**src/design/chrd_pkg.sv**
```systemverilog
// ----------------------------------------------------------------------------
// chrd_pkg
// shared constants, types and the chord shape table
// ----------------------------------------------------------------------------
package chrd_pkg;

  localparam int MAX_NOTES   = 12;
  localparam int CNT_W       = $clog2(MAX_NOTES + 1);
  localparam int IDX_W       = (MAX_NOTES > 1) ? $clog2(MAX_NOTES) : 1;
  localparam int TABLE_SIZE  = 127;
  localparam logic [7:0] STOP_NOTE = 8'd112;
  localparam logic [7:0] OCTAVE    = 8'd12;

  typedef logic [11:0] pcset_t;

  // commands from controller to datapath
  typedef struct packed {
    logic load;      // store incoming note
    logic start;     // copy store to work set, reset scan
    logic find_min;  // step min scan one note
    logic build;     // form pitch class set from current min
    logic match;     // compare against one table entry
    logic raise;     // raise lowest note by an octave
    logic done;      // clear chord once the result is taken
  } chrd_cmd_t;

  // status from datapath to controller
  typedef struct packed {
    logic scan_end;   // min scan covered all notes
    logic stop;       // first note (at start) or raised note at or above stop note
    logic tbl_end;    // last table entry compared
    logic hit;        // named entry matched
    logic empty_bad;  // no notes or too many
  } chrd_sts_t;

  function automatic pcset_t shape_mask(input logic [6:0] k);
    pcset_t m;
    case (k)
      7'd0: m = 12'h001; 7'd1: m = 12'h003; 7'd2: m = 12'h005; 7'd3: m = 12'h009;
      7'd4: m = 12'h011; 7'd5: m = 12'h009; 7'd6: m = 12'h021; 7'd7: m = 12'h041;
      7'd8: m = 12'h081; 7'd9: m = 12'h101; 7'd10: m = 12'h201; 7'd11: m = 12'h401;
      7'd12: m = 12'h801;
      7'd26: m = 12'h091; 7'd27: m = 12'h291; 7'd28: m = 12'h295; 7'd29: m = 12'h891;
      7'd30: m = 12'h811; 7'd31: m = 12'h911; 7'd32: m = 12'h851; 7'd33: m = 12'h8D1;
      7'd34: m = 12'h895; 7'd35: m = 12'h815; 7'd36: m = 12'h915; 7'd37: m = 12'h855;
      7'd38: m = 12'h8D5; 7'd39: m = 12'h8B5; 7'd40: m = 12'h835; 7'd41: m = 12'h8B1;
      7'd42: m = 12'h831; 7'd43: m = 12'hAB5; 7'd44: m = 12'hA35; 7'd45: m = 12'hAB1;
      7'd46: m = 12'hA31; 7'd47: m = 12'hA95; 7'd48: m = 12'hA15; 7'd49: m = 12'hA91;
      7'd50: m = 12'hA11; 7'd51: m = 12'hAD5; 7'd52: m = 12'hA55; 7'd53: m = 12'hAD1;
      7'd54: m = 12'hA51; 7'd55: m = 12'h095; 7'd56: m = 12'h089; 7'd57: m = 12'h289;
      7'd58: m = 12'h28D; 7'd59: m = 12'h489; 7'd60: m = 12'h409; 7'd61: m = 12'h509;
      7'd62: m = 12'h48B; 7'd63: m = 12'h589; 7'd64: m = 12'h48D; 7'd65: m = 12'h40D;
      7'd66: m = 12'h4AD; 7'd67: m = 12'h42D; 7'd68: m = 12'h4A9; 7'd69: m = 12'h429;
      7'd70: m = 12'h4AB; 7'd71: m = 12'h42B; 7'd72: m = 12'h5AD; 7'd73: m = 12'h52D;
      7'd74: m = 12'h5A9; 7'd75: m = 12'h529; 7'd76: m = 12'h5AB; 7'd77: m = 12'h52B;
      7'd78: m = 12'h6AD; 7'd79: m = 12'h62D; 7'd80: m = 12'h6A9; 7'd81: m = 12'h629;
      7'd82: m = 12'h68D; 7'd83: m = 12'h60D; 7'd84: m = 12'h689; 7'd85: m = 12'h609;
      7'd86: m = 12'h6AB; 7'd87: m = 12'h62B; 7'd88: m = 12'h68B; 7'd89: m = 12'h60B;
      7'd90: m = 12'h08D; 7'd91: m = 12'h449; 7'd92: m = 12'h111; 7'd93: m = 12'h049;
      7'd94: m = 12'h249; 7'd95: m = 12'h24D; 7'd96: m = 12'h26D; 7'd97: m = 12'h085;
      7'd98: m = 12'h0A1; 7'd99: m = 12'h491; 7'd100: m = 12'h411; 7'd101: m = 12'h451;
      7'd102: m = 12'h511; 7'd103: m = 12'h493; 7'd104: m = 12'h413; 7'd105: m = 12'h499;
      7'd106: m = 12'h419; 7'd107: m = 12'h453; 7'd108: m = 12'h459; 7'd109: m = 12'h519;
      7'd110: m = 12'h513; 7'd111: m = 12'h495; 7'd112: m = 12'h415; 7'd113: m = 12'h455;
      7'd114: m = 12'h515; 7'd115: m = 12'h4B5; 7'd116: m = 12'h435; 7'd117: m = 12'h4B1;
      7'd118: m = 12'h431; 7'd119: m = 12'h6B5; 7'd120: m = 12'h635; 7'd121: m = 12'h6B1;
      7'd122: m = 12'h631; 7'd123: m = 12'h695; 7'd124: m = 12'h615; 7'd125: m = 12'h691;
      7'd126: m = 12'h611;
      default: m = 12'h000;
    endcase
    return m;
  endfunction

  // pitch class of a value below 256 by reciprocal and one correction
  function automatic logic [3:0] mod12(input logic [7:0] v);
    logic [15:0] q;
    logic [7:0]  r;
    q = (16'(v) * 16'd21) >> 8;
    r = v - 8'(q[7:0] * 8'd12);
    if (r >= OCTAVE) r = r - OCTAVE;
    return r[3:0];
  endfunction

endpackage

```
**src/design/chrd_ctrl.sv**
```systemverilog
// ----------------------------------------------------------------------------
// chrd_ctrl
// controller state machine sequencing load, scan, build, match and raise
// ----------------------------------------------------------------------------
module chrd_ctrl (
  input  logic               clk,
  input  logic               rst_n,
  input  logic               in_valid,
  output logic               in_stall,
  input  logic               in_last,
  output logic               out_valid,
  input  logic               out_stall,
  output chrd_pkg::chrd_cmd_t cmd,
  input  chrd_pkg::chrd_sts_t sts
);

  localparam logic [2:0] S_LOAD  = 3'd0;
  localparam logic [2:0] S_START = 3'd1;
  localparam logic [2:0] S_MIN   = 3'd2;
  localparam logic [2:0] S_BUILD = 3'd3;
  localparam logic [2:0] S_MATCH = 3'd4;
  localparam logic [2:0] S_OUT   = 3'd5;

  logic [2:0] state_r, state_nxt;
  logic       acc;

  assign in_stall  = (state_r != S_LOAD);
  assign out_valid = (state_r == S_OUT);
  assign acc       = in_valid && !in_stall;

  // next state and commands
  always_comb begin
    state_nxt = state_r;
    cmd = '0;
    case (state_r)
      S_LOAD: begin
        if (acc) begin
          cmd.load = 1'b1;
          if (in_last) state_nxt = S_START;
        end
      end
      S_START: begin
        cmd.start = 1'b1;
        if (sts.empty_bad || sts.stop) state_nxt = S_OUT;
        else state_nxt = S_MIN;
      end
      S_MIN: begin
        cmd.find_min = 1'b1;
        if (sts.scan_end) state_nxt = S_BUILD;
      end
      S_BUILD: begin
        cmd.build = 1'b1;
        state_nxt = S_MATCH;
      end
      S_MATCH: begin
        cmd.match = 1'b1;
        if (sts.hit) begin
          state_nxt = S_OUT;
        end else if (sts.tbl_end) begin
          cmd.raise = 1'b1;
          if (sts.stop) state_nxt = S_OUT;
          else state_nxt = S_MIN;
        end
      end
      S_OUT: begin
        if (!out_stall) begin
          cmd.done = 1'b1;
          state_nxt = S_LOAD;
        end
      end
      default: state_nxt = S_LOAD;
    endcase
  end

  // state register
  always_ff @(posedge clk) begin
    if (!rst_n) state_r <= S_LOAD;
    else state_r <= state_nxt;
  end

endmodule

```
**src/design/chrd_dp.sv**
```systemverilog
// ----------------------------------------------------------------------------
// chrd_dp
// datapath: note store, work set, min scan, pitch class set, table compare
// ----------------------------------------------------------------------------
module chrd_dp (
  input  logic               clk,
  input  logic               rst_n,
  input  logic [6:0]         in_note,
  input  chrd_pkg::chrd_cmd_t cmd,
  output chrd_pkg::chrd_sts_t sts,
  output logic               out_found,
  output logic [6:0]         out_chord_entry,
  output logic [3:0]         out_root_class,
  output logic               out_slash,
  output logic [3:0]         out_bass_class
);

  logic [6:0] store_r [chrd_pkg::MAX_NOTES];
  logic [7:0] work_r  [chrd_pkg::MAX_NOTES];
  logic [chrd_pkg::CNT_W-1:0] cnt_r;
  logic [6:0] first_r;
  logic       many_r;
  logic [chrd_pkg::IDX_W-1:0] scan_r, min_idx_r;
  logic [7:0] min_val_r;
  chrd_pkg::pcset_t set_r;
  logic [6:0] k_r;
  logic [3:0] base_cls_r;
  logic       found_r, slash_r;
  logic [6:0] entry_r;
  logic [3:0] root_r, bass_r;

  logic [7:0] cur, raised;
  logic       is_last_scan, hit;
  logic [7:0] new_min;

  assign cur          = work_r[scan_r];
  assign is_last_scan = ({1'b0, scan_r} == (chrd_pkg::CNT_W+1)'(cnt_r - 1'b1));
  assign new_min      = (scan_r == '0 || cur < min_val_r) ? cur : min_val_r;
  assign hit          = (chrd_pkg::shape_mask(k_r) == set_r) && (k_r != 7'd0);
  assign raised       = work_r[min_idx_r] + chrd_pkg::OCTAVE;

  assign sts.scan_end  = is_last_scan;
  assign sts.tbl_end   = (k_r == 7'(chrd_pkg::TABLE_SIZE - 1));
  assign sts.hit       = hit;
  assign sts.empty_bad = many_r || (cnt_r == '0);
  // start tests first note, later tests test the raised note
  assign sts.stop      = cmd.match ? (raised >= chrd_pkg::STOP_NOTE)
                                   : ({1'b0, first_r} >= chrd_pkg::STOP_NOTE);

  // control registers
  always_ff @(posedge clk) begin
    if (!rst_n) begin
      cnt_r   <= '0;
      many_r  <= 1'b0;
      first_r <= '0;
    end else if (cmd.load) begin
      if (cnt_r == '0) first_r <= in_note;
      if (cnt_r < chrd_pkg::CNT_W'(chrd_pkg::MAX_NOTES)) cnt_r <= cnt_r + 1'b1;
      else many_r <= 1'b1;
    end else if (cmd.done) begin
      cnt_r  <= '0;
      many_r <= 1'b0;
    end
  end

  // store, work set and search registers
  always_ff @(posedge clk) begin
    if (cmd.load && cnt_r < chrd_pkg::CNT_W'(chrd_pkg::MAX_NOTES))
      store_r[cnt_r[chrd_pkg::IDX_W-1:0]] <= in_note;
    if (cmd.start) begin
      for (int i = 0; i < chrd_pkg::MAX_NOTES; i++) work_r[i] <= {1'b0, store_r[i]};
      scan_r  <= '0;
      found_r <= 1'b0;
      entry_r <= '0;
      root_r  <= '0;
      slash_r <= 1'b0;
      bass_r  <= '0;
    end
    if (cmd.find_min) begin
      min_val_r <= new_min;
      if (scan_r == '0 || cur < min_val_r) min_idx_r <= scan_r;
      scan_r <= is_last_scan ? '0 : scan_r + 1'b1;
    end
    // pitch class set relative to lowest note, one note per lane
    if (cmd.build) begin
      for (int i = 0; i < chrd_pkg::MAX_NOTES; i++)
        if (i < int'(cnt_r))
          set_r[chrd_pkg::mod12(work_r[i] - min_val_r)] <= 1'b1;
      base_cls_r <= chrd_pkg::mod12(min_val_r);
      k_r <= '0;
    end
    if (cmd.match) begin
      k_r <= k_r + 1'b1;
      if (hit) begin
        found_r <= 1'b1;
        entry_r <= k_r;
        root_r  <= base_cls_r;
        if (min_val_r != {1'b0, first_r}) begin
          slash_r <= 1'b1;
          bass_r  <= chrd_pkg::mod12({1'b0, first_r});
        end
      end
    end
    if (cmd.raise) work_r[min_idx_r] <= raised;
    if (cmd.find_min && scan_r == '0) set_r <= '0;
  end

  assign out_found       = found_r;
  assign out_chord_entry = entry_r;
  assign out_root_class  = root_r;
  assign out_slash       = slash_r;
  assign out_bass_class  = bass_r;

endmodule

```
**src/design/chord_recognizer_unit.sv**
```systemverilog
// ----------------------------------------------------------------------------
// chord_recognizer_unit
// names a held chord from up to twelve loaded notes
// ----------------------------------------------------------------------------
// channel | ports                                   | direction
// in      | in_valid in_stall in_note in_last       | note items in
// out     | out_valid out_stall out_found ..bass    | one result per last item
// a plain note is stored as it is taken; a last note starts a search: a start,
// then per step a min scan over the held notes, one build and up to 127 compares
// (the table compare unit, one entry a cycle), and without a hit a raise of the
// lowest note by an octave, until a hit or a raised note reaches the stop note
// reset clears counts and the controller; the store needs no clearing
// while searching or holding a result the input is stalled
module chord_recognizer_unit (
  input  logic       clk,
  input  logic       rst_n,
  input  logic       in_valid,
  output logic       in_stall,
  input  logic [6:0] in_note,
  input  logic       in_last,
  output logic       out_valid,
  input  logic       out_stall,
  output logic       out_found,
  output logic [6:0] out_chord_entry,
  output logic [3:0] out_root_class,
  output logic       out_slash,
  output logic [3:0] out_bass_class
);

  chrd_pkg::chrd_cmd_t cmd;
  chrd_pkg::chrd_sts_t sts;

  chrd_ctrl u_ctrl (
    .clk, .rst_n, .in_valid, .in_stall, .in_last, .out_valid, .out_stall,
    .cmd, .sts
  );

  chrd_dp u_dp (
    .clk, .rst_n, .in_note, .cmd, .sts, .out_found, .out_chord_entry,
    .out_root_class, .out_slash, .out_bass_class
  );

endmodule

```
**config.mk**
```make
export PLATFORM = sky130hd
export DESIGN_NAME = chord_recognizer_unit
export DESIGN_NICKNAME = d
export VERILOG_FILES = /design/src/design/chrd_pkg.sv /design/src/design/chrd_ctrl.sv /design/src/design/chrd_dp.sv /design/src/design/chord_recognizer_unit.sv
export SDC_FILE = /design/constraint.sdc
export NUM_CORES = 1
export LEC_CHECK = 0
export ABC_AREA = 1
export BUFFER_PORTS_ARGS = -buffer_cell sky130_fd_sc_hd__buf_2
export CAP_MARGIN = 20
export CORE_AREA = 2 2 276 278
export CTS_CLUSTER_DIAMETER = 30
export DETAILED_ROUTE_END_ITERATION = 8
export DIE_AREA = 0 0 278 280
export HOLD_SLACK_MARGIN = 0.08
export RECOVER_POWER = 25
export SKIP_LAST_GASP = 1
export SYNTH_ARGS = -nofsm -noshare
export SYNTH_HDL_FRONTEND = slang
export SYNTH_SLANG_ARGS = --single-unit
```
**constraint.sdc**
```tcl
create_clock -name clk -period 10.3 [get_ports clk]
set_input_delay 2.06 -clock clk [delete_from_list [all_inputs] [get_ports clk]]
set_output_delay 2.06 -clock clk [all_outputs]
set_load 0.02 [all_outputs]
```
# After elaboration in Yosys (flattened, before gate mapping)

Memory sizes are Yosys's and may differ from the RTL's. A register that Yosys moved wholly into a read port is not among the register bits.
Index checks and enable logic that the tools add are counted.

Memories: 3
ROM bits: 1,536
Memory bits (writable): 180
Register bits after elaboration: 71
Logic and storage cells: 352

Memory list:

| memory           | words | width | rd ports | clocked after memory_dff | wr ports | line           | text |
|---|---|---|---|---|---|---|---|
| (name not given) | 128   | 12    | 1        | 1                        | 0        | chrd_pkg.sv:38 | `case (k)` |
| u_dp.work_r      | 12    | 8     | 14       | 2                        | 12       | chrd_dp.sv:19  | `logic [7:0] work_r [chrd_pkg::MAX_NOTES];` |
| u_dp.store_r     | 12    | 7     | 12       | 0                        | 1        | chrd_dp.sv:18  | `logic [6:0] store_r [chrd_pkg::MAX_NOTES];` |

Muxes and demuxes: 145
$add $sub $neg: 45
Reduce and logical (&&, ||, !) cells: 34
Equal/unequal tests: 16
$lt $le $gt $ge: 54
Multiply operators: 28
Bitwise operators: 12

Operator list:

| operator                                                           | number |
|---|---|
| two-way mux 12 bit                                                 | 23 |
| two-way mux 4 bit                                                  | 54 |
| subtractor 8 bit                                                   | 25 |
| multiplier 8 x 5 -> 13 bit (second input constant)                 | 13 |
| OR 12 bit                                                          | 12 |
| greater-or-equal comparator 8 x 4 -> 1 bit (second input constant) | 14 |
| multiplier 5 x 2 -> 6 bit (second input constant)                  | 13 |
| less-than comparator 4 x 5 -> 1 bit (second input constant)        | 12 |
| subtractor 4 bit (second input constant)                           | 14 |
| demux 1 bit (select 4 bit)                                         | 12 |
| greater-or-equal comparator 4 x 1 -> 1 bit (second input constant) | 12 |
| two-way mux 7 bit                                                  | 6 |
| two-way mux 1 bit                                                  | 39 |
| two-way mux 3 bit                                                  | 8 |
| case mux 3 bit (6 select lines)                                    | 1 |
| logical AND 1 bit                                                  | 16 |
| less-than comparator 3 x 4 -> 1 bit (first input constant)         | 4 |
| less-than comparator 4 bit (first input constant)                  | 4 |
| == test 12 bit                                                     | 1 |
| multiplier 7 x 5 -> 12 bit (second input constant)                 | 1 |
| adder 4 x 1 -> 4 bit (second input constant)                       | 2 |
| adder 8 x 4 -> 8 bit (second input constant)                       | 1 |
| greater-or-equal comparator 8 x 7 -> 1 bit (second input constant) | 1 |
| zero test 4 bit                                                    | 2 |
| other kinds (29)                                                   | 44 |

# Longest topological paths before layout

An unclocked memory read counts as a cell.

Word-level depth: 48
Depth in mapped cells: 53
Gate-level depth less buffers: 53

# Cells and area by module

From an unflattened synthesis, not the netlist that was laid out.

Cells, all modules: 4,461
Area, all modules: 34,499.3 um2

By module, submodules not included:

| module    | area an instance (um2) | cells an instance | sequential area each (um2) | instances |
|---|---|---|---|---|
| chrd_dp   | 34,165.3               | 4,402             | 8,398.1                    | 1 |
| chrd_ctrl | 334.1                  | 59                | 60.1                       | 1 |

# Least setup slack after synthesis

No wires, ideal clock.

Path kind: flip-flop to flip-flop
Start point: register u_dp.min_val_r[1]
End point: register u_dp.set_r[9]
Path buffers: 0
Library setup time: 0.109 ns
Period minus slack after synthesis: 7.348 ns
Data arrival time: 7.239 ns
Stages on the path, launching flop included: 45
Data required time: 10.191 ns
Setup slack: 2.952 ns
Path through: edfxtp_1 > inv_1 > ha_1 > nand3_1 > nand2_1 > a21oi_1 > nor2_1 > nor2_1 > xor2_1 > inv_1 > ha_1 > ha_1 > inv_1 > fa_1 > inv_1 > ha_1 > a21oi_1 > o21ai_0 > [9 not listed] > fa_1 > inv_1 > ha_1 > nand2_1 > nand2_1 > a31oi_1 > xor2_1 > inv_1 > nor4_1 > nand2_1 > nand2_1 > nand2_2 > nand2_2 > nor2_1 > nor3_1 > nand4_1 > nand2_1 > inv_1

Word-level cells in the longest chain between the ends: 47
Elaborated cells between the ends (all ways): 203
Classes of those cells: add/sub (36); mul (24); order compare (36); mux (83); bitwise (12); reduce/logical (12)

Ends and longest elaborated chain:

| what                                                                           | line           | text |
|---|---|---|
| start: declaration                                                             | chrd_dp.sv:24  | `logic [7:0] min_val_r;` |
| start signal: assignment                                                       | chrd_dp.sv:80  | `min_val_r <= new_min;` |
| subtractor 8 bit                                                               | chrd_dp.sv:88  | `set_r[chrd_pkg::mod12(work_r[i] - min_val_r)] <= 1'b1;` |
| multiplier 8 x 5 -> 13 bit                                                     | chrd_pkg.sv:78 | `q = (16'(v) * 16'd21) >> 8;` |
| multiplier 5 x 2 -> 6 bit                                                      | chrd_pkg.sv:79 | `r = v - 8'(q[7:0] * 8'd12);` |
| subtractor 8 bit                                                               | chrd_pkg.sv:79 |  |
| greater-or-equal comparator 8 x 4 -> 1 bit or subtractor 4 bit (tied branches) | chrd_pkg.sv:80 | `if (r >= OCTAVE) r = r - OCTAVE;` |
| two-way mux 4 bit                                                              | chrd_pkg.sv:80 |  |
| two-way mux 4 bit                                                              | chrd_dp.sv:87  | `if (i < int'(cnt_r))` |
| two-way mux 4 bit                                                              | chrd_dp.sv:85  | `if (cmd.build) begin` |
| [31 not listed]                                                                | -              |  |
| OR 12 bit (no line)                                                            | -              |  |
| two-way mux 12 bit                                                             | chrd_dp.sv:87  |  |
| two-way mux 12 bit                                                             | chrd_dp.sv:85  |  |
| OR 12 bit (no line)                                                            | -              |  |
| two-way mux 12 bit                                                             | chrd_dp.sv:87  |  |
| two-way mux 12 bit                                                             | chrd_dp.sv:85  |  |
| OR 12 bit (no line)                                                            | -              |  |
| two-way mux 12 bit *                                                           | chrd_dp.sv:87  |  |
| end signal: indexed assignment                                                 | chrd_dp.sv:88  |  |
| end signal: assignment                                                         | chrd_dp.sv:105 | `if (cmd.find_min && scan_r == '0) set_r <= '0;` |
| end: declaration                                                               | chrd_dp.sv:25  | `chrd_pkg::pcset_t set_r;` |

Mark *: on every way between the ends. The rest lies on a longest branch, timed or not. The select of a mux whose other input is x is not followed.
A chain may end at the register's enable or synchronous reset.

# Worst setup path in the final report

Start point: register u_dp.min_val_r[2]
End point: register u_dp.set_r[9]

Same word-level chain as after synthesis.

==> flow_summary_export.csv <==
group,metric,value,unit
worst_setup_path,cp-startpoint,"u_dp.min_val_r[2]",
timing,fin_crit_sh,0.825,
grt,grt_pass1_vias,27800,
route,vias_per_cell,5.44,
timing,setup_viol,0,
floorplan,core,75200,µm²
floorplan,dieArea,77800,µm²
final_layout,regArea,8460,µm²
synthesis,synth-seq-cells,303,
timing,fin_worst_skew,0.0380,ns
synthesis,avgSynthCellArea,7.65,µm²
floorplan,initial_core_util,0.453,
worst_setup_path,worstPathArrival,8.99,ns
worst_setup_path,cp_slowest_stage_delay,0.65,ns
final_layout,most-common-layout-cells,"nand2_1 (883), inv_1 (723), ha_1 (613)",
timing,slew_headroom,-0.704,
placement,hpwl,79800,µm
clocking,cts_buffers,69,
timing,fin_hold_ws,0.448,ns
final_layout,area_growth,9.95,%
route,wl_met1,45600,µm
final_layout,nFillCells,7381,
worst_setup_path,setup.worst_path.end_class,"register",
final_layout,multi_input_area,22300,µm²
floorplan,die_y,280,µm
clocking,clkSinkCount,303,
clocking,cts_setup_buffers,0,
run_status,status,"finished, violations left",
clocking,cts_resized,0,
route,ant_nets,0,
route,wl,99600,µm
synthesis,ys_seq_area_frac,0.248,
timing,fmax,118,MHz
timing,fin_setup_tns,0,ns
synthesis,synth_top_flop_cell,"edfxtp_1",
route,first_pass_iters,5,
floorplan,rows,101,
synthesis,synth_cell_types,61,
timing,finalCriticalPeriod,8.50,ns
floorplan,die_w,278,µm
clocking,cts_tree,"done",
clocking,path_clk_slew,0.04,ns
worst_setup_path,crit_top_cell,"nand2_1",
floorplan,ios,31,
synthesis,ys_warn_count,0,
run_status,violations,"max-capacitance violations, max-slew violations",
grt,grt_pass1_wl,156000,µm
placement,io_buffers,30,
worst_setup_path,crit-reg2reg-launch,"u_dp.min_val_r[2]",
route,first_iter_violations,2918,
timing,worst-slew-pin-transition,2.56,ns
grt,track_usage,0.256,
clocking,clk_latency,0.61,ns
synthesis,syn_nets,5143,
route,via_count,30000,
clocking,h-tree-depth,3,
worst_setup_path,critPathLaunchType,"register",
route,wl_met2,42000,µm
grt,grt_antenna_before_repair,1,
synthesis,synth_edf_count,239,
worst_setup_path,critPathKind,"register to register",
min_path,hold_path.class,"register to register",
final_layout,final_cells,5518,
worst_setup_path,slowest_stage,"inv_1",
worst_setup_path,critical_path_required,10.79,ns
route,drc,0,
route,wl_per_cell,18.1,µm
route,dr_wl_met3,8670,µm
route,routed.top_layer,"met4",
synthesis,syn_area,34000,µm²
final_layout,final_common_cell,"nand2_1",
placement,place.gp.congestion,0.965,
clocking,clockBufferDepth,3,
placement,placedCellCount,5389,
job,cap_violations,3,
grt,grt-ovfl-total,0,
timing,rsz0062_at_grt,"no",
min_path,worstHoldStart,"u_dp.out_found",
synthesis,ys_async_sr_fraction,0,
final_layout,fin_nets,5175,
grt,grt_max_degree,84,
final_layout,drive_gt1_frac,0.0549,
timing,maxSlewViolCount,163,
worst_setup_path,cp_max_fo,15,
timing,finalHoldViolCount,0,
clocking,clk_root_buffer_cell,"clkbuf_16",
clocking,hold_buffers,0,
synthesis,syn_inst,4451,
-- registers in the layout, summed over array words and instances, names as in the netlist, 7 cells and up, named ones only --
name                  count
u_dp.work_r             128
u_dp.store_r             84
u_dp.set_r               12
u_dp.min_val_r            8
u_dp.first_r              7
u_dp.k_r                  7
u_dp.out_chord_entry      7
-- path summary, 6_finish.rpt --
check | cells after the start | endpoint | slack, ns
worst max-delay path | 50 | u_dp.set_r[9] | 1.80
worst min-delay path | 2 | u_dp.out_found | 0.45
worst max register to register | 50 | u_dp.set_r[9] | 1.80
worst min register to register | 2 | u_dp.out_found | 0.45
-- metrics by stage --
| stage | util | setup slack, ns | cell area, µm² |
|---|---|---|---|
| 2_1_floorplan | - | 2.95 | 34000 |
| 3_3_place_gp | 0.467 | 2.07 | 35200 |
| 3_5_place_dp | 0.467 | 2.01 | 35200 |
| 4_1_cts | 0.498 | 1.98 | 37500 |
| 5_1_grt | 0.498 | 1.16 | 37400 |
| 6_report | 0.498 | 1.80 | 37400 |
-- Yosys cell counts, types with 13 or more instances --
cell / instances / area, µm²
ha_1: 613 / 7670
fa_1: 67 / 1340
dfxtp_1: 64 / 1280
a21o_1: 13 / 97.6
inv_1: 721 / 2710
o21ai_1: 24 / 120
clkbuf_1: 62 / 233
xor2_1: 118 / 1030
a31oi_1: 18 / 113
nand4_1: 63 / 394
edfxtp_1: 239 / 7180
nor3_1: 75 / 375
or2_2: 13 / 81.3
o221ai_1: 20 / 175
a21oi_1: 305 / 1530
o21a_1: 15 / 113
nand2_2: 29 / 181
o211ai_1: 47 / 353
inv_2: 27 / 101
o21ai_0: 232 / 1160
xnor2_1: 91 / 797
nand2_1: 883 / 3310
nor2_1: 219 / 822
nand3_1: 354 / 1770
-- kinds of logic (layout without fill, tap and decap cells) --
family / count (synthesis) / count (layout) / share of synthesized area
AND/OR/NAND/NOR: 1680 / 1680 / 0.215
flip-flops: 303 / 303 / 0.248
other: 0 / 1 / 0
XOR/XNOR: 212 / 212 / 0.0552
adder cells (fa/ha/maj): 680 / 680 / 0.265
AO/OA/AOI/OAI: 731 / 731 / 0.121
buffers and inverters: 845 / 933 / 0.0963
-- worst max-delay path: cells and delay by family (launching register included) --
| kind | cells | cell delay (ns) |
|---|---|---|
| buffers and inverters | 9 | 1.22 |
| xor gates and xnor gates | 2 | 0.54 |
| adders and majority gates | 7 | 2.50 |
| DFF | 1 | 0.44 |
| and+or+nand+nor | 24 | 2.27 |
| AOI/OAI and AO/OA | 8 | 1.40 |
-- area by class of cell --
| class | count | share of cell area |
|---|---|---|
| antenna | 1 | 0.0000668 |
| clock buffer | 84 | 0.0487 |
| clock inverter | 43 | 0.0134 |
| sequential | 303 | 0.226 |
| tap | 978 | 0.0327 |
| multi-input combinational | 3303 | 0.596 |
| timing repair buffer | 53 | 0.00799 |
| inverter | 753 | 0.0755 |
-- per-layer routing --
layer	track usage	vias to the layer above
li1	-	15100
met1	0.365	13700
met2	0.391	1080
met3	0.0447	169
met4	0.0876	0
met5	0	-
Power is not shown: default switching activity piles up to over one toggle a cycle in this logic, so the estimate is an artifact.
